## src/design/mwmd_pkg.sv

```systemverilog
// Shared widths, reset values, register codes and the front-to-back word type.
package mwmd_pkg;

    localparam int VEL_W      = 16;
    localparam int CD_W       = 16;
    localparam int LIM_W      = 15;
    localparam int WHL_W      = 16;
    localparam int SUM_W      = 18;               // signed wheel mix before scaling
    localparam int MAG_W      = SUM_W - 1;        // magnitude of a wheel mix
    localparam int PROD_W     = MAG_W + LIM_W;    // magnitude times limit
    localparam int QUOT_W     = LIM_W;            // scaled magnitude never exceeds limit
    localparam int ROT_W      = 32;               // turn rate times center distance
    localparam int NUM_WHEELS = 4;
    localparam int CFG_IDX_W  = 1;

    localparam int QUEUE_DEPTH_DEF = 4;

    localparam logic [CD_W-1:0]  CD_RESET  = 16'd20000;
    localparam logic [LIM_W-1:0] LIM_RESET = 15'd16384;

    typedef enum logic [CFG_IDX_W-1:0] {
        REG_CENTER_DIST = 1'b0,
        REG_SPEED_LIMIT = 1'b1
    } t_cfg_reg;

    // Classified command handed from the mixer to the scaler.
    typedef struct packed {
        logic [NUM_WHEELS-1:0][WHL_W-1:0] wheel;   // unscaled result, low bits
        logic [NUM_WHEELS-1:0][MAG_W-1:0] mag;     // |w|
        logic [NUM_WHEELS-1:0]            neg;     // sign of w
        logic [MAG_W-1:0]                 peak;    // largest |w|
        logic                             scaled;  // peak above limit
    } t_mix_word;

endpackage

```

## src/design/mwmd_front.sv

```systemverilog
// Front end: rotation product, wheel mix, magnitude peak and limit compare.
module mwmd_front (
    input  logic                                i_clk,
    input  logic                                i_rst_n,
    input  logic                                i_valid,
    output logic                                o_ready,
    input  logic signed [mwmd_pkg::VEL_W-1:0]   i_vel_x,
    input  logic signed [mwmd_pkg::VEL_W-1:0]   i_vel_y,
    input  logic signed [mwmd_pkg::VEL_W-1:0]   i_vel_turn,
    input  logic [mwmd_pkg::CD_W-1:0]           i_center_dist,
    input  logic [mwmd_pkg::LIM_W-1:0]          i_speed_limit,
    output logic                                o_valid,
    input  logic                                i_ready,
    output mwmd_pkg::t_mix_word                 o_word
);
    import mwmd_pkg::*;

    logic                       r_v1;
    logic signed [VEL_W-1:0]    r_x1;
    logic signed [VEL_W-1:0]    r_y1;
    logic signed [ROT_W-1:0]    r_prod1;
    logic                       r_v2;
    logic signed [SUM_W-1:0]    r_w2 [NUM_WHEELS];

    logic                       rdy1;
    logic                       rdy2;
    logic signed [ROT_W:0]      prod_full;
    logic signed [ROT_W-1:0]    prod_bias;
    logic signed [SUM_W-1:0]    sx;
    logic signed [SUM_W-1:0]    sy;
    logic signed [SUM_W-1:0]    srot;
    logic signed [SUM_W-1:0]    n_w2 [NUM_WHEELS];
    logic [MAG_W-1:0]           peak01;
    logic [MAG_W-1:0]           peak23;

    assign rdy2    = !r_v2 || i_ready;
    assign rdy1    = !r_v1 || rdy2;
    assign o_ready = rdy1;
    assign o_valid = r_v2;

    assign prod_full = i_vel_turn * $signed({1'b0, i_center_dist});

    // Truncate toward zero: bias negative products before the shift.
    assign prod_bias = r_prod1 + (r_prod1[ROT_W-1] ? 32'sd65535 : 32'sd0);
    assign srot      = SUM_W'($signed(prod_bias[ROT_W-1:16]));
    assign sx        = SUM_W'(r_x1);
    assign sy        = SUM_W'(r_y1);

    always_comb begin
        n_w2[0] =  sx - sy - srot;
        n_w2[1] = -sx - sy - srot;
        n_w2[2] =  sx + sy - srot;
        n_w2[3] = -sx + sy - srot;
    end

    always_ff @(posedge i_clk) begin
        if (!i_rst_n) begin
            r_v1 <= 1'b0;
            r_v2 <= 1'b0;
        end else begin
            if (rdy1) begin
                r_v1 <= i_valid;
            end
            if (rdy2) begin
                r_v2 <= r_v1;
            end
        end
    end

    always_ff @(posedge i_clk) begin
        if (rdy1) begin
            r_x1    <= i_vel_x;
            r_y1    <= i_vel_y;
            r_prod1 <= prod_full[ROT_W-1:0];
        end
        if (rdy2) begin
            r_w2 <= n_w2;
        end
    end

    always_comb begin
        for (int i = 0; i < NUM_WHEELS; i++) begin
            o_word.neg[i]   = r_w2[i][SUM_W-1];
            o_word.mag[i]   = r_w2[i][SUM_W-1] ? MAG_W'(-r_w2[i]) : r_w2[i][MAG_W-1:0];
            o_word.wheel[i] = r_w2[i][WHL_W-1:0];
        end
        peak01        = (o_word.mag[0] > o_word.mag[1]) ? o_word.mag[0] : o_word.mag[1];
        peak23        = (o_word.mag[2] > o_word.mag[3]) ? o_word.mag[2] : o_word.mag[3];
        o_word.peak   = (peak01 > peak23) ? peak01 : peak23;
        o_word.scaled = o_word.peak > MAG_W'(i_speed_limit);
    end

endmodule

```

## config.mk

```make
export PLATFORM = sky130hd
export DESIGN_NAME = mwmd_front
export DESIGN_NICKNAME = d
export VERILOG_FILES = /design/src/design/mwmd_pkg.sv /design/src/design/mwmd_front.sv
export SDC_FILE = /design/constraint.sdc
export NUM_CORES = 1
export LEC_CHECK = 0
export ABC_AREA = 1
export BUFFER_PORTS_ARGS = -buffer_cell sky130_fd_sc_hd__buf_2
export CAP_MARGIN = 20
export CORE_UTILIZATION = 50
export CTS_CLUSTER_DIAMETER = 200
export DETAILED_ROUTE_END_ITERATION = 7
export PLACE_DENSITY_LB_ADDON = 0.08
export SYNTH_ARGS = -nofsm -noshare
export SYNTH_HDL_FRONTEND = slang
export SYNTH_SLANG_ARGS = --single-unit
```

## constraint.sdc

```tcl
create_clock -name i_clk -period 11.4 [get_ports i_clk]
set_clock_uncertainty 0.2 [all_clocks]
set_input_delay 0.57 -clock i_clk [delete_from_list [all_inputs] [get_ports i_clk]]
set_output_delay 0.57 -clock i_clk [all_outputs]
set_load 0.02 [all_outputs]
```

=== Word level (Yosys, flattened, before mapping) ===
Cells that the tools add are included.

* Register bits after elaboration: 138
* Bits in latches: 0
* Bits in writable memories: 0
* ROM bits: 0
* Bits of input ports: 83
* Output and inout port bits: 156
* Word-level logic and storage cells: 40
* Memories: 0

* Add/subtract/negate cells: 14
* $mul: 1
* Div/mod/pow operators: 0
* Order comparisons: 4
* Equal/unequal tests: 0
* Shift operators: 0
* Muxes and demuxes: 8
* Bitwise logic cells: 0
* Reductions and logical operators: 4

{| class="wikitable"
|+ Operators by type and width
! kind !! number
|-
| $mux W17 || 7
|-
| $neg A17 Y17 || 4
|-
| $sub A18 B16 Y18 || 3
|-
| $gt A17 B17 Y1 || 3
|-
| $sub A17 B16 Y18 || 2
|-
| $add A32 B17 Y32 || 1
|-
| $mul A16 B17 Y32 || 1
|-
| $add A18 B16 Y18 || 1
|-
| $neg A16 Y18 || 1
|-
| $add A16 B16 Y17 || 1
|-
| $gt A17 B15 Y1 || 1
|-
| $sub A16 B16 Y17 || 1
|-
| $mux W16 || 1
|-
| $logic_not A1 Y1 || 2
|-
| $logic_or A1 B1 Y1 || 2
|}

=== Longest topological paths before layout ===
Gate-level depths: netlist (run 1).

* Depth in word-level cells: 7
* Depth in mapped cells: 47
* Mapped depth without buffers: 45

=== Worst setup path after synthesis (run 1) ===
Ideal clock, no wire load.

* Path kind: reg2out
* Start: register r_w2 (netlist bit o_word[106])
* End: output o_word[0] in the netlist's numbering
* Arrival time: 6401 ps
* Data required time: 10630 ps
* Setup slack: 4229 ps
* Stages on the path, launching flop included: 42
* Buffers on the path: 3
* Cell sequence: edfxtp_1 -> nor3_1 -> nand3_1 -> nor3_1 -> nand3_1 -> o31ai_1 -> xor2_1 -> inv_1 -> ha_1 -> nand4_1 -> inv_1 -> nand4_1 -> nor2_1 -> nor2_1 -> nand2_2 -> nand2_2 -> buf_6 -> buf_6 -> [6 not listed] -> nand3_1 -> o311ai_0 -> nand2_1 -> clkinv_1 -> buf_4 -> nand2_1 -> nand2_1 -> ha_1 -> inv_1 -> nor4_1 -> nand3b_1 -> nand4_1 -> nand2_1 -> nand3_1 -> nand2_1 -> a32oi_1 -> nor2_1 -> nand2_1

{| class="wikitable"
|+ RTL lines
! what !! line !! text
|-
| start: declaration || mwmd_front.sv:23 || <nowiki>logic signed [SUM_W-1:0] r_w2 [NUM_WHEELS];</nowiki>
|-
| start signal: assignment || mwmd_front.sv:77 || <nowiki>r_w2 <= n_w2;</nowiki>
|-
| end: declaration || mwmd_front.sv:14 || <nowiki>output mwmd_pkg::t_mix_word o_word</nowiki>
|}

==> flow_summary_export.csv, run 1 <==
group,metric,value,unit
detailed_routing,via_per_inst,5.16,
clocking,clkTransAtPathRegs,60,ps
floorplanning,die_x,217,um
detailed_routing,met1_length,28100,um
clocking,cts_max_path_buffers,2,
clocking,clock_sinks,136,
cells_and_area,post_route_cells_drive_above_1_share,12.2,%
cells_and_area,layout_commonest_cell,"inv_1",
floorplanning,initial_utilization,50.8,%
clocking,htreeDepth,4,
synthesis,synth_seq_cells,136,
detailed_routing,drcViolationCount,0,
cells_and_area,layout.nets,3580,
sta,final.period_utilization,84.9,%
global_route,antenna_found_initial,2,
clocking,postCtsHoldBufs,0,
synthesis,avgSynthCellArea,8.13,um2
floorplanning,dieHeight,217,um
global_route,globalRouteTotalUtil,28.1,%
synthesis,syn-num-nets,3453,
synthesis,synthDominantCellAreaShare,22.5,%
sta,fin_crit,9680,ps
detailed_routing,routedWlPerCell,18.1,um
worst_setup_path,arrival,8910,ps
detailed_routing,drt-total-wl,64800,um
detailed_routing,ant_nets,0,
detailed_routing,first_pass_iters,6,
cells_and_area,layout_common_cells,"inv_1 (631), nand2_1 (579), ha_1 (271)",
sta,hold_viol_final,0,
sta,slew_headroom,38.9,%
synthesis,synth_cells,2840,
synthesis,synthArstFlopShare,0,%
clocking,cts_resized,0,
floorplanning,fp.dieArea,47000,um2
detailed_routing,top_layer,"met5",
sta,fin_tns_setup,0,ps
worst_setup_path,crit_top_cell,"nand2_1",
floorplanning,rows,78,
place,port_buffers,238,
cells_and_area,final_util,54.7,%
global_route,grt_pass1_wl,102000,um
worst_setup_path,critPathMaxStageDelay,870,ps
synthesis,synth-edff-count,134,
sta,slew_viol_final,0,
cells_and_area,fill_cells,4428,
sta,whs,102,ps
clocking,post_cts_buffers,0,
synthesis,synth.largest_area_cell,"fa_1",
floorplanning,io-pin-count,239,
place,gp_congestion,0.958,
detailed_routing,met2_length,31800,um
sta,fmaxAchievable,103,MHz
sta,rsz0062_at_grt,"false",
worst_setup_path,cp_max_fo,30,
worst_setup_path,cp.required,10630,ps
synthesis,synth_area_leaders,"fa_1 (22%), edfxtp_1 (17%), ha_1 (15%)",
run,max_cap_violations,0,
clocking,cts_root_buf,"clkbuf_16",
clocking,numCtsBuffers,17,
worst_setup_path,cp_slowest_cell,"edfxtp_1",
worst_setup_path,cp-start-kind,"register",
detailed_routing,num_vias,18500,
floorplanning,core_area,45500,um2
worst_setup_path,endpoint_kind,"output pin",
global_route,grt_pass1_vias,19000,
sta,tightest_slew,916,ps
detailed_routing,drt_iter0_markers,1059,
synthesis,synth_area,23100,um2
clocking,cts_tree,"built",
cells_and_area,seq_area,4060,um2
run_status,status,"finished clean",
synthesis,ys_warn_count,0,
detailed_routing,dr_wl_met3,3010,um
cells_and_area,multi_input_area,15800,um2
cells_and_area,synthToLayoutAreaGrowth,7.81,%
synthesis,synth_cell_types,55,
place,dp_hpwl,56700,um
worst_hold_path,min-delay-path-class,"primary input to register",
synthesis,yosysSeqAreaShare,17.6,%
sta,finalSetupViolCount,0,
global_route,grt_start_max_net_pins,70,
global_route,overflow,0,
worst_setup_path,critPathKind,"register to output pin",
synthesis,yosys_most_used_dff,"edfxtp_1",
clocking,clkLatencyLatePin,440,ps
[cell usage after synthesis, drive strengths merged, types with 17 or more instances]
| cell | n |
|---|---|
| nand2 | 606 |
| nor3 | 29 |
| a21o | 17 |
| xor2 | 118 |
| fa | 259 |
| buf | 79 |
| nand3 | 97 |
| xnor2 | 50 |
| or2 | 30 |
| o21ai | 73 |
| clkbuf | 55 |
| nor2 | 129 |
| nand4 | 21 |
| edfxtp | 134 |
| ha | 271 |
| a21oi | 131 |
| inv | 644 |
[layout make-up]
cell class,count,area share (%)
Timing Repair Buffer,242,4.91
Sequential cell,136,16.3
Antenna cell,1,0.0101
Clock buffer,17,1.71
Multi-Input combinational cell,1925,63.5
Inverter,645,9.73
Clock inverter,15,0.764
Tap cell,600,3.02
[cell families after synthesis]
| family | count (synthesis) | synth area share (%) |
|---|---|---|
| and+or+nand+nor | 930 | 17.3 |
| buffers and inverters | 779 | 14.0 |
| adders and majority gates | 530 | 37.2 |
| AOI/OAI and AO/OA | 297 | 7.56 |
| xor gates and xnor gates | 168 | 6.37 |
| DFF | 136 | 17.6 |
[critical path, delay by kind of cell, from the launching register on]
family	cells	cell delay, ps
AO/OA/AOI/OAI	7	1190
XOR/XNOR	1	250
adder cells (fa/ha/maj)	4	1300
buffers and inverters	6	1540
AND/OR/NAND/NOR	24	3320
flip-flops	1	870
[worst paths after layout]
| path | start | cells after the start | end | slack (ps) |
|---|---|---|---|---|
| max | o_word[106] | 42 | o_word[0] | 1720 |
| min | i_vel_x[2] | 1 | r_x1[2] | 100 |
| max reg2reg | r_prod1[31] | 22 | r_w2[16] | 4560 |
| min reg2reg | r_v1 | 2 | o_valid | 290 |
[through the flow]
stage	instances	instance area, um2	setup slack, ps
after floorplan	2840	23100	4230
after global placement	3548	24300	2300
after detailed placement	3548	24300	2120
after CTS	3580	24900	1610
after global routing	3580	24900	776
final	3581	24900	1720
[state kept, by name (all words and copies together) (netlist names)]
name,flops
o_valid,1
r_y1,16
r_x1,16
o_word,66
r_prod1,32
r_w2,4
r_v1,1
[metal layers]
| layer | up-vias | global-route usage, % |
|---|---|---|
| met3 | 91 | 3.16 |
| met5 | - | 0 |
| met4 | 2 | 9.34 |
| met2 | 497 | 49.5 |
| li1 | 8991 | - |
| met1 | 8906 | 35.8 |
Power of run 1 is left out: the tool's default activity adds up to more than one toggle a clock period on the data nets, which glitch-free logic cannot reach.
==> inputs of run 2 (changes only) <==
clock period = 9.5 ns   (was 11.4 ns; I/O delays follow)
==> run 2 against run 1 <==
- largest cell class unchanged
- die area stayed put
- critical path depth down 3
- flip-flop and latch count did not move
- routed wire length increased by 1.1%
==> flow_summary_export.csv, run 2 (synthesis results as in run 1) <==
group,metric,value,unit
run_status,status,"finished clean",
clocking,cts_root_buf,"clkbuf_16",
detailed_routing,routedWlPerCell,18.2,um
floorplanning,rows,78,
worst_setup_path,cp_slowest_cell,"o311ai_0",
clocking,clock_sinks,136,
clocking,cts_max_path_buffers,2,
detailed_routing,drt-total-wl,65500,um
floorplanning,fp.dieArea,47000,um2
cells_and_area,layout.nets,3603,
global_route,top_usage_layer,"met2",
global_route,antenna_found_initial,0,
place,port_buffers,238,
cells_and_area,layout_common_cells,"inv_1 (631), nand2_1 (579), ha_1 (271)",
detailed_routing,first_pass_iters,6,
floorplanning,core_area,45500,um2
global_route,globalRouteTotalUtil,28.5,%
worst_setup_path,cp_max_fo,30,
global_route,overflow,0,
global_route,grt_start_max_net_pins,63,
worst_setup_path,cp.required,8830,ps
sta,slew_viol_final,0,
worst_setup_path,startpoint,"o_word[108]",
global_route,met2_usage,51.0,%
global_route,grt_pass1_vias,19000,
worst_hold_path,min-delay-path-class,"primary input to register",
worst_setup_path,crit_top_cell,"nand2_1",
cells_and_area,post_route_cells_drive_above_1_share,12.4,%
worst_setup_path,r2r_end,"r_w2[16]",
worst_setup_path,arrival,8070,ps
detailed_routing,via_per_inst,5.17,
run,max_cap_violations,0,
sta,hold_viol_final,0,
global_route,grtUsageMet3,2.66,%
sta,tightest_slew,866,ps
worst_setup_path,r2r_slack,2730,ps
floorplanning,initial_utilization,50.8,%
worst_setup_path,critPathKind,"register to output pin",
worst_setup_path,endpoint_kind,"output pin",
cells_and_area,fill_cells,4409,
sta,slew_headroom,41.6,%
global_route,grt.met1_usage,35.9,%
detailed_routing,num_vias,18600,
clocking,clkLatencyLatePin,440,ps
cells_and_area,synthToLayoutAreaGrowth,8.70,%
clocking,cts_tree,"built",
worst_setup_path,reg2reg_from,"r_prod1[31]",
worst_hold_path,min_path_cells,1,
worst_hold_path,worstHoldStart,"i_vel_y[13]",
worst_setup_path,cp-start-kind,"register",
global_route,grt_pass1_wl,103000,um
detailed_routing,ant_nets,0,
place,gp_congestion,0.993,
cells_and_area,seq_area,4060,um2
floorplanning,io-pin-count,239,
sta,fmaxAchievable,114,MHz
sta,final.period_utilization,92.1,%
cells_and_area,diodes,0,
sta,fin_crit,8750,ps
place,dp_hpwl,57100,um
sta,rsz0062_at_grt,"false",
cells_and_area,largest_reg_flops,66,
cells_and_area,layout_commonest_cell,"inv_1",
floorplanning,dieHeight,217,um
clocking,clkTransAtPathRegs,60,ps
detailed_routing,drcViolationCount,0,
worst_setup_path,critPathMaxStageDelay,640,ps
sta,fin_tns_setup,0,ps
worst_setup_path,r2r_cells,22,
worst_hold_path,hold_end,"r_y1[13]",
sta,finalSetupViolCount,0,
floorplanning,die_x,217,um
clocking,htreeDepth,4,
detailed_routing,drt_iter0_markers,1093,
clocking,numCtsBuffers,17,
cells_and_area,multi_input_area,15800,um2
-- run 2: changes by cell type in the layout (fill, tap and decap cells not counted) --
cell / change
nand2_2: -1
diode_2: -1
buf_4: +8
clkinv_2: -1
inv_6: +1
clkinvlp_4: -1
bufinv_16: -1
dlygate4sd3_1: +15
nand2_4: +1
clkbuf_8: +2
-- run 2: worst max path at each step --
stage           endpoint  slack [ps]  depth (start not counted)
2_1_floorplan  o_word[0]        2420                         41
3_3_place_gp   o_word[0]        1250                         42
3_5_place_dp   o_word[0]        1170                         42
4_1_cts        o_word[0]         660                         42
5_1_grt        o_word[0]         210                         41
6_report       o_word[0]         750                         39
-- run 2: area by class of cell --
cell class / instances / share of cell area (%)
clock buffer: 19 / 1.81
clock inverter: 13 / 0.623
inverter: 645 / 9.65
multi-input combinational: 1925 / 63.0
sequential: 136 / 16.2
tap: 600 / 2.99
timing repair buffer: 265 / 5.70
-- run 2: layer usage --
metal  part of all wire [%]  wire length (um)
met5                      0                 0
met4                    3.4              2230
met3                    4.3              2840
met2                     49             32300
met1                     43             28100
-- run 2: what timing repair did --
| action | 4_1_cts | 5_1_grt |
|---|---|---|
| endpoints found under the setup margin | 0 | 1 |
| resized for setup | 0 | 1 |
| buffers inserted | 0 | 0 |
| hold buffers | 15 | 0 |
| endpoints found under the hold margin | 15 | 0 |
-- run 2: stage by stage --
stage | setup slack (ps) | util [%] | hold WS (ps) | area, um2 | std cells
after global placement | 1250 | 53.5 | 267 | 24300 | 3556
after detailed placement | 1170 | 53.5 | 283 | 24300 | 3556
after CTS | 662 | 55.2 | 0.822 | 25100 | 3603
after floorplan | 2420 | - | 227 | 23100 | 2840
final | 750 | 55.2 | 16.7 | 25100 | 3603
after global routing | 214 | 55.2 | 4.75 | 25100 | 3603
-- run 2: worst max-delay path, delay by kind of cell, from the launching register on --
kind                       cells  cell delay, ps
adders and majority gates      3             770
and+or+nand+nor               23            3440
AOI/OAI and AO/OA              4            1330
xor gates and xnor gates       1             490
buffers and inverters          8            1070
DFF                            1             480
Power of run 2 is left out for the same reason.
