`src/design/mwmd_pkg.sv`:
```
// Shared widths, reset values, register codes and the front-to-back word type.
package mwmd_pkg;

    localparam int VEL_W      = 16;
    localparam int CD_W       = 16;
    localparam int LIM_W      = 15;
    localparam int WHL_W      = 16;
    localparam int SUM_W      = 18;               // signed wheel mix before scaling
    localparam int MAG_W      = SUM_W - 1;        // magnitude of a wheel mix
    localparam int PROD_W     = MAG_W + LIM_W;    // magnitude times limit
    localparam int QUOT_W     = LIM_W;            // scaled magnitude never exceeds limit
    localparam int ROT_W      = 32;               // turn rate times center distance
    localparam int NUM_WHEELS = 4;
    localparam int CFG_IDX_W  = 1;

    localparam int QUEUE_DEPTH_DEF = 4;

    localparam logic [CD_W-1:0]  CD_RESET  = 16'd20000;
    localparam logic [LIM_W-1:0] LIM_RESET = 15'd16384;

    typedef enum logic [CFG_IDX_W-1:0] {
        REG_CENTER_DIST = 1'b0,
        REG_SPEED_LIMIT = 1'b1
    } t_cfg_reg;

    // Classified command handed from the mixer to the scaler.
    typedef struct packed {
        logic [NUM_WHEELS-1:0][WHL_W-1:0] wheel;   // unscaled result, low bits
        logic [NUM_WHEELS-1:0][MAG_W-1:0] mag;     // |w|
        logic [NUM_WHEELS-1:0]            neg;     // sign of w
        logic [MAG_W-1:0]                 peak;    // largest |w|
        logic                             scaled;  // peak above limit
    } t_mix_word;

endpackage

```
`src/design/mwmd_queue.sv`:
```
// Small register FIFO between the mixer and the scaler.
module mwmd_queue #(
    parameter int DEPTH = mwmd_pkg::QUEUE_DEPTH_DEF
) (
    input  logic                    i_clk,
    input  logic                    i_rst_n,
    input  logic                    i_push_valid,
    output logic                    o_push_ready,
    input  mwmd_pkg::t_mix_word     i_push_word,
    output logic                    o_pop_valid,
    input  logic                    i_pop_ready,
    output mwmd_pkg::t_mix_word     o_pop_word
);
    import mwmd_pkg::*;

    localparam int PTR_W = $clog2(DEPTH);
    localparam int CNT_W = $clog2(DEPTH + 1);

    t_mix_word          r_mem [DEPTH];
    logic [PTR_W-1:0]   r_wr_ptr;
    logic [PTR_W-1:0]   r_rd_ptr;
    logic [CNT_W-1:0]   r_count;

    logic push;
    logic pop;

    assign o_push_ready = r_count != CNT_W'(DEPTH);
    assign o_pop_valid  = r_count != '0;
    assign o_pop_word   = r_mem[r_rd_ptr];
    assign push         = i_push_valid && o_push_ready;
    assign pop          = o_pop_valid && i_pop_ready;

    always_ff @(posedge i_clk) begin
        if (!i_rst_n) begin
            r_wr_ptr <= '0;
            r_rd_ptr <= '0;
            r_count  <= '0;
        end else begin
            if (push) begin
                r_wr_ptr <= (r_wr_ptr == PTR_W'(DEPTH - 1)) ? '0 : r_wr_ptr + 1'b1;
            end
            if (pop) begin
                r_rd_ptr <= (r_rd_ptr == PTR_W'(DEPTH - 1)) ? '0 : r_rd_ptr + 1'b1;
            end
            if (push && !pop) begin
                r_count <= r_count + 1'b1;
            end else if (pop && !push) begin
                r_count <= r_count - 1'b1;
            end
        end
    end

    always_ff @(posedge i_clk) begin
        if (push) begin
            r_mem[r_wr_ptr] <= i_push_word;
        end
    end

endmodule

```
`config.mk`:
```
export PLATFORM = sky130hd
export DESIGN_NAME = mwmd_queue
export DESIGN_NICKNAME = d
export VERILOG_FILES = /design/src/design/mwmd_pkg.sv /design/src/design/mwmd_queue.sv
export SDC_FILE = /design/constraint.sdc
export NUM_CORES = 1
export LEC_CHECK = 0
export BUFFER_PORTS_ARGS = -buffer_cell sky130_fd_sc_hd__buf_4
export CAP_MARGIN = 20
export CORE_MARGIN = 2
export CORE_UTILIZATION = 35
export DETAILED_ROUTE_END_ITERATION = 6
export GPL_ROUTABILITY_DRIVEN = 0
export PLACE_DENSITY = 0.53
export SLEW_MARGIN = 40
export SYNTH_ARGS = -nofsm -noshare
export SYNTH_HDL_FRONTEND = slang
export SYNTH_SLANG_ARGS = --single-unit
```
`constraint.sdc`:
```
create_clock -name i_clk -period 4.7 [get_ports i_clk]
set_input_delay 0.94 -clock i_clk [delete_from_list [all_inputs] [get_ports i_clk]]
set_output_delay 0.94 -clock i_clk [all_outputs]
set_load 0.005 [all_outputs]
```
# Word level (Yosys, flattened, before mapping)
# Memories as Yosys holds them, arrays and structs flattened. A register that Yosys moved wholly into a read port is not among the register bits.
# Index checks and enable logic that the tools add are counted.
word_totals:
  ff_bits: 7
  latch_bits: 0
  mem_bits_rw: 616
  rom_bits: 0
  in_bits: 158
  output_inout_bits: 156
  wordCells: 27
  memories: 1
mem_list:
  columns: ["memory", "words", "word_bits", "read_ports", "rd_ports_with_merged_regs", "write_ports", "line_no", "text"]
  rows:
  - ["r_mem", 4, 154, 1, 1, 1, "mwmd_queue.sv:19", "t_mix_word r_mem [DEPTH];"]
classes:
  addsub: 4
  multipliers: 0
  div: 0
  n_lt_le_gt_ge: 0
  eq_ne: 3
  shift: 0
  n_mux: 8
  bitwise_logic: 0
  n_reduce_logical: 8
op_table:
  columns: ["op", "n"]
  rows:
  - ["2-bit two-way mux", 4]
  - ["3-bit two-way mux", 2]
  - ["2-bit by 1-bit adder with 2-bit output, second input constant", 2]
  - ["2-bit equality test, second input constant", 2]
  - ["1-bit logical AND", 4]
  - ["3-bit by 1-bit adder with 3-bit output, second input constant", 1]
  - ["3-bit != test, second input constant", 1]
  - ["3-bit nonzero test", 1]
  - ["3-bit by 1-bit subtractor with 3-bit output, second input constant", 1]
  - ["1-bit logical NOT", 2]
  - ["1-bit two-way mux", 2]
  - ["2-bit nonzero test", 1]

# Longest topological paths before layout
# Gate-level depths: netlist (run 1).
logic_depth:
  ltp_word: 6
  ltp_mapped: 9
  depth_no_buf: 8

# Least setup slack after synthesis (run 1)
# No wires, ideal clock.
synth_path:
  kind: "input to register"
  startpoint: "input port i_push_valid"
  endpoint: "memory r_mem[3][0] (netlist bit), enable pin"
  setup_ns: 0.533
  t_arrival_ns: 4.523
  t_required_ns: 4.167
  slack_ns: -0.356
  path_stages: 1
  n_path_buf: 0
  path_cell_list: "and3_1"
synth_between:
  elab_chain_len: 3
synth_lines:
  columns: ["element", "line_no", "text"]
  rows:
  - ["from (decl)", "mwmd_queue.sv:7", "input logic i_push_valid,"]
  - ["1-bit logical AND", "mwmd_queue.sv:30", "assign push = i_push_valid && o_push_ready;"]
  - ["1-bit two-way mux", "mwmd_queue.sv:54", "if (push) begin"]
  - ["1-bit two-way mux (implied by the code)", "mwmd_queue.sv:55", "r_mem[r_wr_ptr] <= i_push_word;"]
  - ["to (decl)", "mwmd_queue.sv:19", null]
# Every way passes these cells.

==> flow_results.xml, run 1 <==
<?xml version="1.0" encoding="UTF-8"?>
<metrics>
  <group name="worst_hold_path">
    <metric name="hold_start" unit="">r_wr_ptr[1]$_SDFFE_PN0P_</metric>
    <metric name="timing.hold.worst_endpoint" unit="">r_wr_ptr[1]$_SDFFE_PN0P_</metric>
    <metric name="holdCritPathClass" unit="">reg2reg</metric>
    <metric name="min_delay_path_depth" unit="">2</metric>
  </group>
  <group name="yosys">
    <metric name="yosysMostFrequentCell" unit="">edfxtp_1</metric>
    <metric name="postSynthRegisterBits" unit="">625</metric>
    <metric name="post-synth-top-area-fraction" unit="%">81.62</metric>
    <metric name="postSynthAreaPerCell" unit="sq um">26.51</metric>
    <metric name="synthesis.nets" unit="">1020</metric>
    <metric name="synth_edf_count" unit="">616</metric>
    <metric name="synth-simple-area-share" unit="%">0.4858</metric>
    <metric name="ys_top_cells_by_count" unit="">edfxtp_1 (616), mux4_2 (154), buf_2 (17)</metric>
    <metric name="synth-seq-area-share" unit="%">82.41</metric>
    <metric name="post_synthesis_async_set_or_reset_flop_share" unit="%">0</metric>
    <metric name="synth_top_cell_by_area" unit="">edfxtp_1</metric>
    <metric name="post_synthesis_adder_cell_area_fraction" unit="%">0.4196</metric>
    <metric name="synth_compound_area_share" unit="%">0.1546</metric>
    <metric name="yosys-mux-area-fraction" unit="%">15.39</metric>
    <metric name="synth_xor_area_share" unit="%">0.07729</metric>
    <metric name="synth_area" unit="sq um">22660</metric>
    <metric name="synth.lib_cells_used.distinct" unit="">29</metric>
    <metric name="ys_top_cells_by_area" unit="">edfxtp_1 (82%), mux4_2 (15%), dfxtp_1 (0.79%), buf_6 (0.40%), buf_2 (0.38%)</metric>
    <metric name="combinational_family_with_the_most_area_after_synthesis" unit="">multiplexers</metric>
    <metric name="synth.yosys.warnings" unit="">0</metric>
    <metric name="synthFlopType" unit="">edfxtp_1</metric>
    <metric name="synthesized_instance_count" unit="">855</metric>
  </group>
  <group name="clocking">
    <metric name="cts_root_buf" unit="">clkbuf_16</metric>
    <metric name="cts_inserted_buffers" unit="">70</metric>
    <metric name="cts_tree" unit="">yes</metric>
    <metric name="cts.repair.resized" unit="">0</metric>
    <metric name="later_pin_clock_latency_in_the_skew_report" unit="ns">0.59</metric>
    <metric name="clk_transition_reported_paths" unit="ns">0.06</metric>
    <metric name="holdBufCountCts" unit="">0</metric>
    <metric name="cts.repair_timing.setup_buffer_count" unit="">0</metric>
    <metric name="clock_sink_count" unit="">625</metric>
    <metric name="ctsHtreeMaxLevel" unit="">3</metric>
    <metric name="cts.path.max_buffers" unit="">3</metric>
  </group>
  <group name="route">
    <metric name="post_detailed_route_drc_marker_count" unit="">0</metric>
    <metric name="dr.first_iter.drc_count" unit="">519</metric>
    <metric name="detail_route.wirelength" unit="um">46710</metric>
    <metric name="via_per_inst" unit="">4.762</metric>
    <metric name="ant_nets" unit="">0</metric>
    <metric name="detail_route.wl_per_cell" unit="um">21.91</metric>
    <metric name="detailedRoute.firstPassIterationCount" unit="">4</metric>
    <metric name="num_vias" unit="">10150</metric>
  </group>
  <group name="worst_setup_path">
    <metric name="crit_fanout" unit="">39</metric>
    <metric name="r2r_slack" unit="ns">2.34</metric>
    <metric name="cpMaxStageDelayCell" unit="">dfxtp_4</metric>
    <metric name="crit_chain" unit="">buf_12, mux4_2, buf_4</metric>
    <metric name="critPathKind" unit="">reg2out</metric>
    <metric name="r2r.worst_path.cells" unit="">7</metric>
    <metric name="critical_path_arrival" unit="ns">2.54</metric>
    <metric name="reg2reg_from" unit="">r_count[0]$_SDFFE_PN0P_</metric>
    <metric name="r2r_end" unit="">r_count[2]$_SDFFE_PN0P_</metric>
    <metric name="launching_element_type_of_the_critical_path" unit="">flip-flop</metric>
    <metric name="timing.critical_path.required" unit="ns">3.76</metric>
    <metric name="critPathMaxStageDelay" unit="ns">0.77</metric>
    <metric name="worstSetupEndpointType" unit="">output port</metric>
  </group>
  <group name="floorplanning">
    <metric name="die_width" unit="um">258.5</metric>
    <metric name="top_level_ports" unit="">314</metric>
    <metric name="fp.dieH" unit="um">258.5</metric>
    <metric name="initial_core_util" unit="%">35.29</metric>
    <metric name="die_area" unit="sq um">66810</metric>
    <metric name="core" unit="sq um">64230</metric>
    <metric name="rows" unit="">93</metric>
  </group>
  <group name="cells_and_area">
    <metric name="area_taken_by_flip_flops_and_latches" unit="sq um">18690</metric>
    <metric name="finalNetCount" unit="">1390</metric>
    <metric name="syn_to_final_growth" unit="%">25.21</metric>
    <metric name="fillerInstances" unit="">5544</metric>
    <metric name="fraction_of_final_layout_cells_with_drive_strength_greater_than_1" unit="%">46.16</metric>
    <metric name="multiInputGateArea" unit="sq um">3766</metric>
  </group>
  <group name="sta">
    <metric name="holdWs" unit="ns">0.5055</metric>
    <metric name="timing_hold_violations_final" unit="">0</metric>
    <metric name="rsz0062_at_grt" unit="">false</metric>
    <metric name="totalNegativeSetupSlack" unit="ns">0</metric>
    <metric name="timing.final.crit_period" unit="ns">3.476</metric>
    <metric name="setup_violations" unit="">0</metric>
    <metric name="layout_worst_path_cycle_share" unit="%">73.96</metric>
    <metric name="slew_violations" unit="">0</metric>
    <metric name="maxSlewHeadroom" unit="%">41.95</metric>
    <metric name="achievable-frequency" unit="GHz">0.2877</metric>
    <metric name="worst_clock_skew" unit="ns">0.02076</metric>
    <metric name="setup_ws" unit="ns">1.224</metric>
    <metric name="tightest_slew" unit="ns">0.8708</metric>
  </group>
  <group name="global_route">
    <metric name="first_global_vias" unit="">11050</metric>
    <metric name="grt_first_pass_wirelength" unit="um">69610</metric>
    <metric name="grt.total_usage" unit="%">14.04</metric>
    <metric name="antenna_violations_before_repair" unit="">7</metric>
    <metric name="grt_start_max_net_pins" unit="">111</metric>
    <metric name="gr-total-overflow" unit="">0</metric>
  </group>
  <group name="place">
    <metric name="place.detailed.hpwl" unit="um">27280</metric>
    <metric name="io_port_bufs" unit="">313</metric>
    <metric name="place_worst_setup_slack" unit="ns">1.730</metric>
  </group>
  <group name="job">
    <metric name="timing.max_cap.violations" unit="">0</metric>
  </group>
  <group name="power_and_ir_drop">
    <metric name="worst_ir_drop_vdd" unit="mV">0.3186</metric>
    <metric name="cell_leakage_power" unit="nW">9.375</metric>
    <metric name="cellPowerDensity" unit="nW/um^2">535.0</metric>
  </group>
  <group name="run_status">
    <metric name="status" unit="">complete, no violations</metric>
  </group>
</metrics>
==> cell families (layout without fill, tap and decap cells) <==
group                      after synthesis  count (layout)
adders and majority gates                7               7
xor gates and xnor gates                 2               2
AOI/OAI and AO/OA                        6               6
and+or+nand+nor                         20              20
DFF                                    625             625
buffers and inverters                   39             460
muxes                                  156             156
other                                    0               1
==> layout by cell type (no fill, tap or decap), types with 2 or more instances in the layout <==
master      synthesis  final
nor2_1              2      2
nand3_1             2      2
clkbuf_16           0     73
clkinv_8            0      2
mux4_2            154    154
clkinv_2            0     12
nand2_1             5      5
bufinv_16           0      3
or3_1               2      2
dfxtp_4             0      2
mux2i_1             2      2
inv_1               3      3
clkinv_1            0     11
edfxtp_1          616    616
buf_12              0     13
clkbuf_1            5     18
clkinvlp_4          0      3
buf_4               3    319
o21ai_0             3      3
ha_1                6      6
dfxtp_1             9      7
and3_4              0      4
==> where the power goes <==
part	internal, W	switching [W]
Clock	0.00301	0.00208
Sequential	0.00675	0.000174
Combinational	0.00172	0.00145
==> through the flow <==
stage / utilization [%] / power, W / cells / area (sq um)
floorplan: - / 0.008704 / 855 / 22670
global placement: 40.72 / 0.01029 / 2005 / 26160
detailed placement: 40.79 / 0.01032 / 2007 / 26200
CTS: 44.13 / 0.01548 / 2130 / 28350
global route: 44.18 / 0.01589 / 2131 / 28380
finish: 44.18 / 0.01518 / 2132 / 28380
==> routing by layer <==
| metal | vias up | track usage, % | wire [um] | part of all wire (%) |
|---|---|---|---|---|
| met2 | 284 | 22.33 | 22690 | 49 |
| met5 | - | 0 | 76 | 0.16 |
| met4 | 12 | 4.062 | 1064 | 2.3 |
| li1 | 4447 | - | - | - |
| met3 | 88 | 5.986 | 4167 | 8.9 |
| met1 | 5322 | 17.57 | 18710 | 40 |
==> worst max-delay path by stage <==
stage,cells past startpoint,to
after floorplan,1,r_mem[3][0]$_DFFE_PP_
after global placement,3,o_pop_word[5]
after detailed placement,3,o_pop_word[54]
after CTS,3,o_pop_word[54]
after global routing,3,o_pop_word[54]
final,3,o_pop_word[54]
==> state kept, by name, summed over array words and instances, names as in the netlist, named ones only <==
register / count
r_rd_ptr: 2
r_mem: 616
r_wr_ptr: 2
r_count: 3
==> critical path: cells and delay by family, from the launching register on <==
kind | cells | cell delay (ns)
mux | 1 | 0.58
buf+inv | 2 | 0.53
flops | 1 | 0.77
==> final cells by class <==
type	count	share of cell area, %
clock inverter	32	0.8994
antenna	1	0.008818
timing repair buffer	334	9.493
clock buffer	91	6.675
sequential	625	65.84
tap	855	3.770
inverter	3	0.03968
multi-input combinational	191	13.27
Note: power is estimated with default switching activity, not from simulation.
==> inputs of run 2 (changes only) <==
==> constraint.sdc (replaced) <==
create_clock -name i_clk -period 3.15 [get_ports i_clk]
set_input_delay 0.63 -clock i_clk [delete_from_list [all_inputs] [get_ports i_clk]]
set_output_delay 0.63 -clock i_clk [all_outputs]
set_load 0.005 [all_outputs]
==> run 2 against run 1 <==
  * Combinational power grew 52%
  * First-iteration DRC count fell by 4.8%
  * Sequential cell count did not move
  * Hold slack got worse by 0.27 ns
  * Count of clock-buffer cells in the layout is 3 lower
  * Wire length grew 1.6%
  * Via count up 0.98%
  * Core utilization is 0.33 points higher
  * Total power grew 52%
  * Cell count increased by 0.42%
  * Non-clock buffer count is 9 higher
  * Critical endpoint is now o_pop_word[140]
==> flow_results.xml, run 2 (synthesized netlist as in run 1, its figures left out) <==
<?xml version="1.0" encoding="UTF-8"?>
<metrics>
  <group name="worst_setup_path">
    <metric name="critPathKind" unit="">reg2out</metric>
    <metric name="launching_element_type_of_the_critical_path" unit="">flip-flop</metric>
    <metric name="critical_path_arrival" unit="ns">2.23</metric>
    <metric name="timing.critical_path.required" unit="ns">2.52</metric>
    <metric name="worstSetupEndpointType" unit="">output port</metric>
    <metric name="r2r_slack" unit="ns">0.79</metric>
    <metric name="crit_fanout" unit="">31</metric>
  </group>
  <group name="run_status">
    <metric name="status" unit="">complete, no violations</metric>
  </group>
  <group name="floorplanning">
    <metric name="rows" unit="">93</metric>
    <metric name="initial_core_util" unit="%">35.29</metric>
    <metric name="die_area" unit="sq um">66810</metric>
    <metric name="top_level_ports" unit="">314</metric>
    <metric name="die_width" unit="um">258.5</metric>
    <metric name="core" unit="sq um">64230</metric>
    <metric name="fp.dieH" unit="um">258.5</metric>
  </group>
  <group name="cells_and_area">
    <metric name="antenna_cells_inserted" unit="">0</metric>
    <metric name="syn_to_final_growth" unit="%">26.15</metric>
    <metric name="max_flop_register" unit="">r_mem</metric>
    <metric name="largest_reg_flops" unit="">616</metric>
    <metric name="top_regs" unit="">r_mem (616), r_count (3)</metric>
    <metric name="finalNetCount" unit="">1398</metric>
    <metric name="layout.cells.most_common" unit="">edfxtp_1</metric>
    <metric name="most_frequent_cells_in_the_layout" unit="">edfxtp_1 (616), buf_4 (324), mux4_2 (154)</metric>
    <metric name="fraction_of_final_layout_cells_with_drive_strength_greater_than_1" unit="%">46.50</metric>
    <metric name="fillerInstances" unit="">5540</metric>
  </group>
  <group name="sta">
    <metric name="setup_ws" unit="ns">0.2884</metric>
    <metric name="tightest_slew" unit="ns">0.6658</metric>
    <metric name="worst_clock_skew" unit="ns">0.02282</metric>
    <metric name="timing_hold_violations_final" unit="">0</metric>
    <metric name="maxSlewHeadroom" unit="%">55.61</metric>
    <metric name="setup_violations" unit="">0</metric>
    <metric name="slew_violations" unit="">0</metric>
    <metric name="timing.final.crit_period" unit="ns">2.862</metric>
    <metric name="rsz0062_at_grt" unit="">false</metric>
    <metric name="layout_worst_path_cycle_share" unit="%">90.84</metric>
    <metric name="totalNegativeSetupSlack" unit="ns">0</metric>
    <metric name="achievable-frequency" unit="GHz">0.3495</metric>
  </group>
  <group name="clocking">
    <metric name="ctsHtreeMaxLevel" unit="">3</metric>
    <metric name="cts.path.max_buffers" unit="">3</metric>
    <metric name="cts_tree" unit="">yes</metric>
    <metric name="clk_transition_reported_paths" unit="ns">0.06</metric>
    <metric name="later_pin_clock_latency_in_the_skew_report" unit="ns">0.59</metric>
    <metric name="clock_sink_count" unit="">625</metric>
    <metric name="cts.repair_timing.setup_buffer_count" unit="">0</metric>
    <metric name="holdBufCountCts" unit="">0</metric>
    <metric name="cts_root_buf" unit="">clkbuf_16</metric>
    <metric name="cts_inserted_buffers" unit="">69</metric>
    <metric name="cts.repair.resized" unit="">0</metric>
  </group>
  <group name="route">
    <metric name="detail_route.wirelength" unit="um">47480</metric>
    <metric name="post_detailed_route_drc_marker_count" unit="">0</metric>
    <metric name="num_vias" unit="">10250</metric>
    <metric name="detailedRoute.firstPassIterationCount" unit="">4</metric>
    <metric name="ant_nets" unit="">0</metric>
    <metric name="dr.first_iter.drc_count" unit="">494</metric>
    <metric name="via_per_inst" unit="">4.788</metric>
    <metric name="detail_route.wl_per_cell" unit="um">22.18</metric>
  </group>
  <group name="job">
    <metric name="timing.max_cap.violations" unit="">0</metric>
  </group>
  <group name="worst_hold_path">
    <metric name="holdCritPathClass" unit="">in2reg</metric>
  </group>
  <group name="global_route">
    <metric name="gr-total-overflow" unit="">0</metric>
    <metric name="grt_first_pass_wirelength" unit="um">70430</metric>
    <metric name="antenna_violations_before_repair" unit="">6</metric>
    <metric name="grt.total_usage" unit="%">14.21</metric>
    <metric name="first_global_vias" unit="">11010</metric>
    <metric name="grt_start_max_net_pins" unit="">82</metric>
  </group>
  <group name="place">
    <metric name="place.detailed.hpwl" unit="um">28880</metric>
    <metric name="io_port_bufs" unit="">313</metric>
    <metric name="place_worst_setup_slack" unit="ns">0.7568</metric>
  </group>
  <group name="power_and_ir_drop">
    <metric name="cellPowerDensity" unit="nW/um^2">806.5</metric>
    <metric name="worst_ir_drop_vdd" unit="mV">0.4537</metric>
    <metric name="cell_leakage_power" unit="nW">9.472</metric>
  </group>
</metrics>
==> run 2: worst max-delay path, cell delays in order (launching register included) <==
cell and delay (ns):
dfxtp_4 0.77, buf_4 0.37, mux4_2 0.35, buf_4 0.16
==> run 2: cell type report <==
| type | count | area, sq um | area share, % |
|---|---|---|---|
| clock inverters | 36 | 405.4 | 1.418 |
| repair buffers | 343 | 2813 | 9.838 |
| inverters | 3 | 11.26 | 0.03939 |
| flip-flops and latches | 625 | 18690 | 65.35 |
| well taps | 855 | 1070 | 3.742 |
| multi-input cells | 191 | 3766 | 13.17 |
| clock buffers | 88 | 1841 | 6.437 |
==> run 2: final timing paths <==
path,start,endpoint,cells past startpoint
max,flip-flop,o_pop_word[140],3
min,i_push_word[71],r_mem[0][71]$_DFFE_PP_,1
max reg2reg,r_count[1]$_SDFFE_PN0P_,r_count[2]$_SDFFE_PN0P_,7
min reg2reg,r_wr_ptr[0]$_SDFFE_PN0P_,r_wr_ptr[0]$_SDFFE_PN0P_,2
==> run 2: power breakdown <==
| group | switching [W] | leakage (nW) | internal, W |
|---|---|---|---|
| registers | 0.000249 | 5.72 | 0.0101 |
| clock network | 0.00312 | 1.08 | 0.00480 |
| logic | 0.00220 | 2.67 | 0.00262 |
==> run 2: stage by stage <==
step	instance area [sq um]	hold WS (ns)	power, W	cells	utilization (%)
after global placement	26350	0.4876	0.01546	2017	41.02
after detailed placement	26350	0.5002	0.01549	2017	41.02
after global routing	28590	0.2024	0.02414	2141	44.51
after CTS	28590	0.1839	0.02355	2141	44.51
final	28590	0.2378	0.02306	2141	44.51
after floorplan	22670	0.4677	0.01299	855	-
==> run 2: layer usage <==
layer / routed length, um / share of wire, % / global-route usage (%) / vias up
met5: 80 / 0.17 / 0 / -
met4: 1216 / 2.6 / 4.801 / 12
met3: 3751 / 7.9 / 4.734 / 86
met2: 23040 / 49 / 22.93 / 305
met1: 19400 / 41 / 18.09 / 5363
li1: - / - / - / 4486
==> inputs of run 3 (changes only) <==
--- a/config.mk
+++ b/config.mk
@@ -11,6 +11,7 @@
 export CORE_UTILIZATION = 35
 export DETAILED_ROUTE_END_ITERATION = 6
 export GPL_ROUTABILITY_DRIVEN = 0
+export GPL_TIMING_DRIVEN = 0
 export PLACE_DENSITY = 0.53
 export SLEW_MARGIN = 40
 export SYNTH_ARGS = -nofsm -noshare
==> run 3 against run 2 <==
  * Non-clock buffer count is 27 higher
  * Wire length is 1.6% higher
  * Die area stayed put
  * Critical path depth is 1 higher
  * First-iteration DRC count is 12% higher
  * Global-route usage is 0.27 points higher
  * Critical path type unchanged
  * Highest routed layer unchanged
==> flow_results.xml, run 3 (synthesized netlist as in run 1, its figures left out) <==
<?xml version="1.0" encoding="UTF-8"?>
<metrics>
  <group name="route">
    <metric name="dr.first_iter.drc_count" unit="">554</metric>
    <metric name="ant_nets" unit="">0</metric>
    <metric name="detail_route.wirelength" unit="um">48240</metric>
    <metric name="num_vias" unit="">10280</metric>
    <metric name="via_per_inst" unit="">4.754</metric>
    <metric name="detail_route.wl_per_cell" unit="um">22.31</metric>
    <metric name="detailedRoute.firstPassIterationCount" unit="">4</metric>
    <metric name="post_detailed_route_drc_marker_count" unit="">0</metric>
  </group>
  <group name="cells_and_area">
    <metric name="most_frequent_cells_in_the_layout" unit="">edfxtp_1 (616), buf_4 (318), mux4_2 (154)</metric>
    <metric name="largest_reg_flops" unit="">616</metric>
    <metric name="top_regs" unit="">r_mem (616), r_count (3)</metric>
    <metric name="syn_to_final_growth" unit="%">26.09</metric>
    <metric name="layout.core_utilization" unit="%">44.49</metric>
    <metric name="layout.cell_area.non_filler" unit="sq um">28580</metric>
    <metric name="max_flop_register" unit="">r_mem</metric>
    <metric name="finalNetCount" unit="">1424</metric>
    <metric name="fraction_of_final_layout_cells_with_drive_strength_greater_than_1" unit="%">46.48</metric>
    <metric name="layout.cells.most_common" unit="">edfxtp_1</metric>
  </group>
  <group name="worst_setup_path">
    <metric name="critical_path_arrival" unit="ns">2.30</metric>
    <metric name="r2r_end" unit="">r_count[2]$_SDFFE_PN0P_</metric>
    <metric name="timing.critical_path.required" unit="ns">2.52</metric>
    <metric name="reg2reg_from" unit="">r_count[1]$_SDFFE_PN0P_</metric>
    <metric name="crit_end" unit="">o_pop_word[144]</metric>
    <metric name="r2r_slack" unit="ns">0.82</metric>
    <metric name="launching_element_type_of_the_critical_path" unit="">flip-flop</metric>
    <metric name="crit_fanout" unit="">10</metric>
    <metric name="r2r.worst_path.cells" unit="">7</metric>
    <metric name="critPathKind" unit="">reg2out</metric>
    <metric name="worstSetupEndpointType" unit="">output port</metric>
  </group>
  <group name="worst_hold_path">
    <metric name="holdCritPathClass" unit="">in2reg</metric>
  </group>
  <group name="clocking">
    <metric name="cts_tree" unit="">yes</metric>
    <metric name="later_pin_clock_latency_in_the_skew_report" unit="ns">0.59</metric>
    <metric name="clock_sink_count" unit="">625</metric>
    <metric name="ctsHtreeMaxLevel" unit="">3</metric>
    <metric name="clk_transition_reported_paths" unit="ns">0.06</metric>
    <metric name="cts_root_buf" unit="">clkbuf_16</metric>
    <metric name="cts.path.max_buffers" unit="">3</metric>
    <metric name="holdBufCountCts" unit="">0</metric>
    <metric name="cts_inserted_buffers" unit="">68</metric>
  </group>
  <group name="sta">
    <metric name="maxSlewHeadroom" unit="%">52.05</metric>
    <metric name="tightest_slew" unit="ns">0.7192</metric>
    <metric name="worst_clock_skew" unit="ns">0.01634</metric>
    <metric name="layout_worst_path_cycle_share" unit="%">92.99</metric>
    <metric name="totalNegativeSetupSlack" unit="ns">0</metric>
    <metric name="setup_violations" unit="">0</metric>
    <metric name="rsz0062_at_grt" unit="">false</metric>
    <metric name="achievable-frequency" unit="GHz">0.3414</metric>
    <metric name="timing.final.crit_period" unit="ns">2.929</metric>
    <metric name="slew_violations" unit="">0</metric>
    <metric name="timing_hold_violations_final" unit="">0</metric>
  </group>
  <group name="power_and_ir_drop">
    <metric name="cellPowerDensity" unit="nW/um^2">792.4</metric>
    <metric name="power.sequential.fraction" unit="%">45.2</metric>
    <metric name="switching_share" unit="%">24.77</metric>
    <metric name="worst_ir_drop_vdd" unit="mV">0.6025</metric>
    <metric name="power_switching" unit="W">0.005608</metric>
    <metric name="totalPowerFinal" unit="W">0.02264</metric>
    <metric name="internal_power" unit="W">0.01704</metric>
    <metric name="clock_power_share" unit="%">32.5</metric>
    <metric name="power_frac_comb" unit="%">22.3</metric>
    <metric name="cell_leakage_power" unit="nW">9.494</metric>
  </group>
  <group name="floorplanning">
    <metric name="core" unit="sq um">64230</metric>
    <metric name="die_width" unit="um">258.5</metric>
    <metric name="die_area" unit="sq um">66810</metric>
    <metric name="initial_core_util" unit="%">35.29</metric>
    <metric name="rows" unit="">93</metric>
    <metric name="top_level_ports" unit="">314</metric>
    <metric name="fp.dieH" unit="um">258.5</metric>
  </group>
  <group name="run_status">
    <metric name="status" unit="">complete, no violations</metric>
  </group>
  <group name="global_route">
    <metric name="grt_first_pass_wirelength" unit="um">71530</metric>
    <metric name="grt_start_max_net_pins" unit="">33</metric>
    <metric name="gr-total-overflow" unit="">0</metric>
    <metric name="first_global_vias" unit="">11350</metric>
    <metric name="grt.total_usage" unit="%">14.47</metric>
    <metric name="antenna_violations_before_repair" unit="">4</metric>
  </group>
  <group name="place">
    <metric name="place.detailed.hpwl" unit="um">30980</metric>
    <metric name="postPlaceCellArea" unit="sq um">26520</metric>
    <metric name="io_port_bufs" unit="">313</metric>
  </group>
  <group name="job">
    <metric name="timing.max_cap.violations" unit="">0</metric>
  </group>
</metrics>
run 3: per-layer routing:
metal	track usage, %	routed length (um)	vias to the layer above
met5	0	49	-
met4	4.753	1169	8
met3	5.115	3823	80
met2	23.56	23510	272
met1	18.12	19690	5387
li1	-	-	4532
run 3: cell type report:
| type | count | area, sq um |
|---|---|---|
| multi-input combinational | 191 | 3766 |
| clock buffer | 87 | 1794 |
| buffer | 36 | 235.2 |
| sequential | 625 | 18680 |
| clock inverter | 30 | 250.2 |
| antenna | 1 | 2.502 |
| timing repair buffer | 334 | 2770 |
| inverter | 3 | 11.26 |
| fill | 5532 | 35650 |
| tap | 855 | 1070 |
run 3: what timing repair did:
item                                    4_1_cts  5_1_grt
endpoints found under the hold margin         0        0
setup buffers                                 0        0
endpoints found under the setup margin       80        0
gates resized for setup                       3        0
run 3: power groups by stage:
stage | combinational, W | clock, W | sequential, W
after floorplan | 0.00256 | 0 | 0.0104
after global placement | 0.00500 | 0 | 0.0105
after detailed placement | 0.00521 | 0 | 0.0104
after CTS | 0.00523 | 0.00763 | 0.0102
after global routing | 0.00547 | 0.00793 | 0.0103
final | 0.00504 | 0.00736 | 0.0102
run 3: worst max-delay path, cell delays in order, from the launching register on:
cell and delay [ns]:
dfxtp_1 0.30, buf_4 0.23, clkbuf_1 0.58, mux4_2 0.44, buf_4 0.16
run 3: worst min-delay path by stage:
stage                                   from                       end  slack, ns  depth (start not counted)
floorplan           r_wr_ptr[1]$_SDFFE_PN0P_  r_wr_ptr[1]$_SDFFE_PN0P_       0.47                          2
global placement    r_wr_ptr[1]$_SDFFE_PN0P_  r_wr_ptr[1]$_SDFFE_PN0P_       0.49                          2
detailed placement  r_wr_ptr[1]$_SDFFE_PN0P_  r_wr_ptr[1]$_SDFFE_PN0P_       0.51                          2
CTS                          i_push_word[54]    r_mem[2][54]$_DFFE_PP_       0.19                          1
global route                 i_push_word[46]    r_mem[2][46]$_DFFE_PP_       0.19                          1
finish                       i_push_word[54]    r_mem[2][54]$_DFFE_PP_       0.23                          1
run 3: metrics by stage:
| stage | instances | setup WS, ns | hold slack (ns) |
|---|---|---|---|
| 3_5_place_dp | 2044 | 0.4960 | 0.5079 |
| 2_1_floorplan | 855 | 0.1160 | 0.4677 |
| 4_1_cts | 2161 | 0.08403 | 0.1860 |
| 3_3_place_gp | 2023 | -1.772 | 0.4875 |
| 6_report | 2162 | 0.2207 | 0.2317 |
| 5_1_grt | 2161 | 0.02247 | 0.1930 |
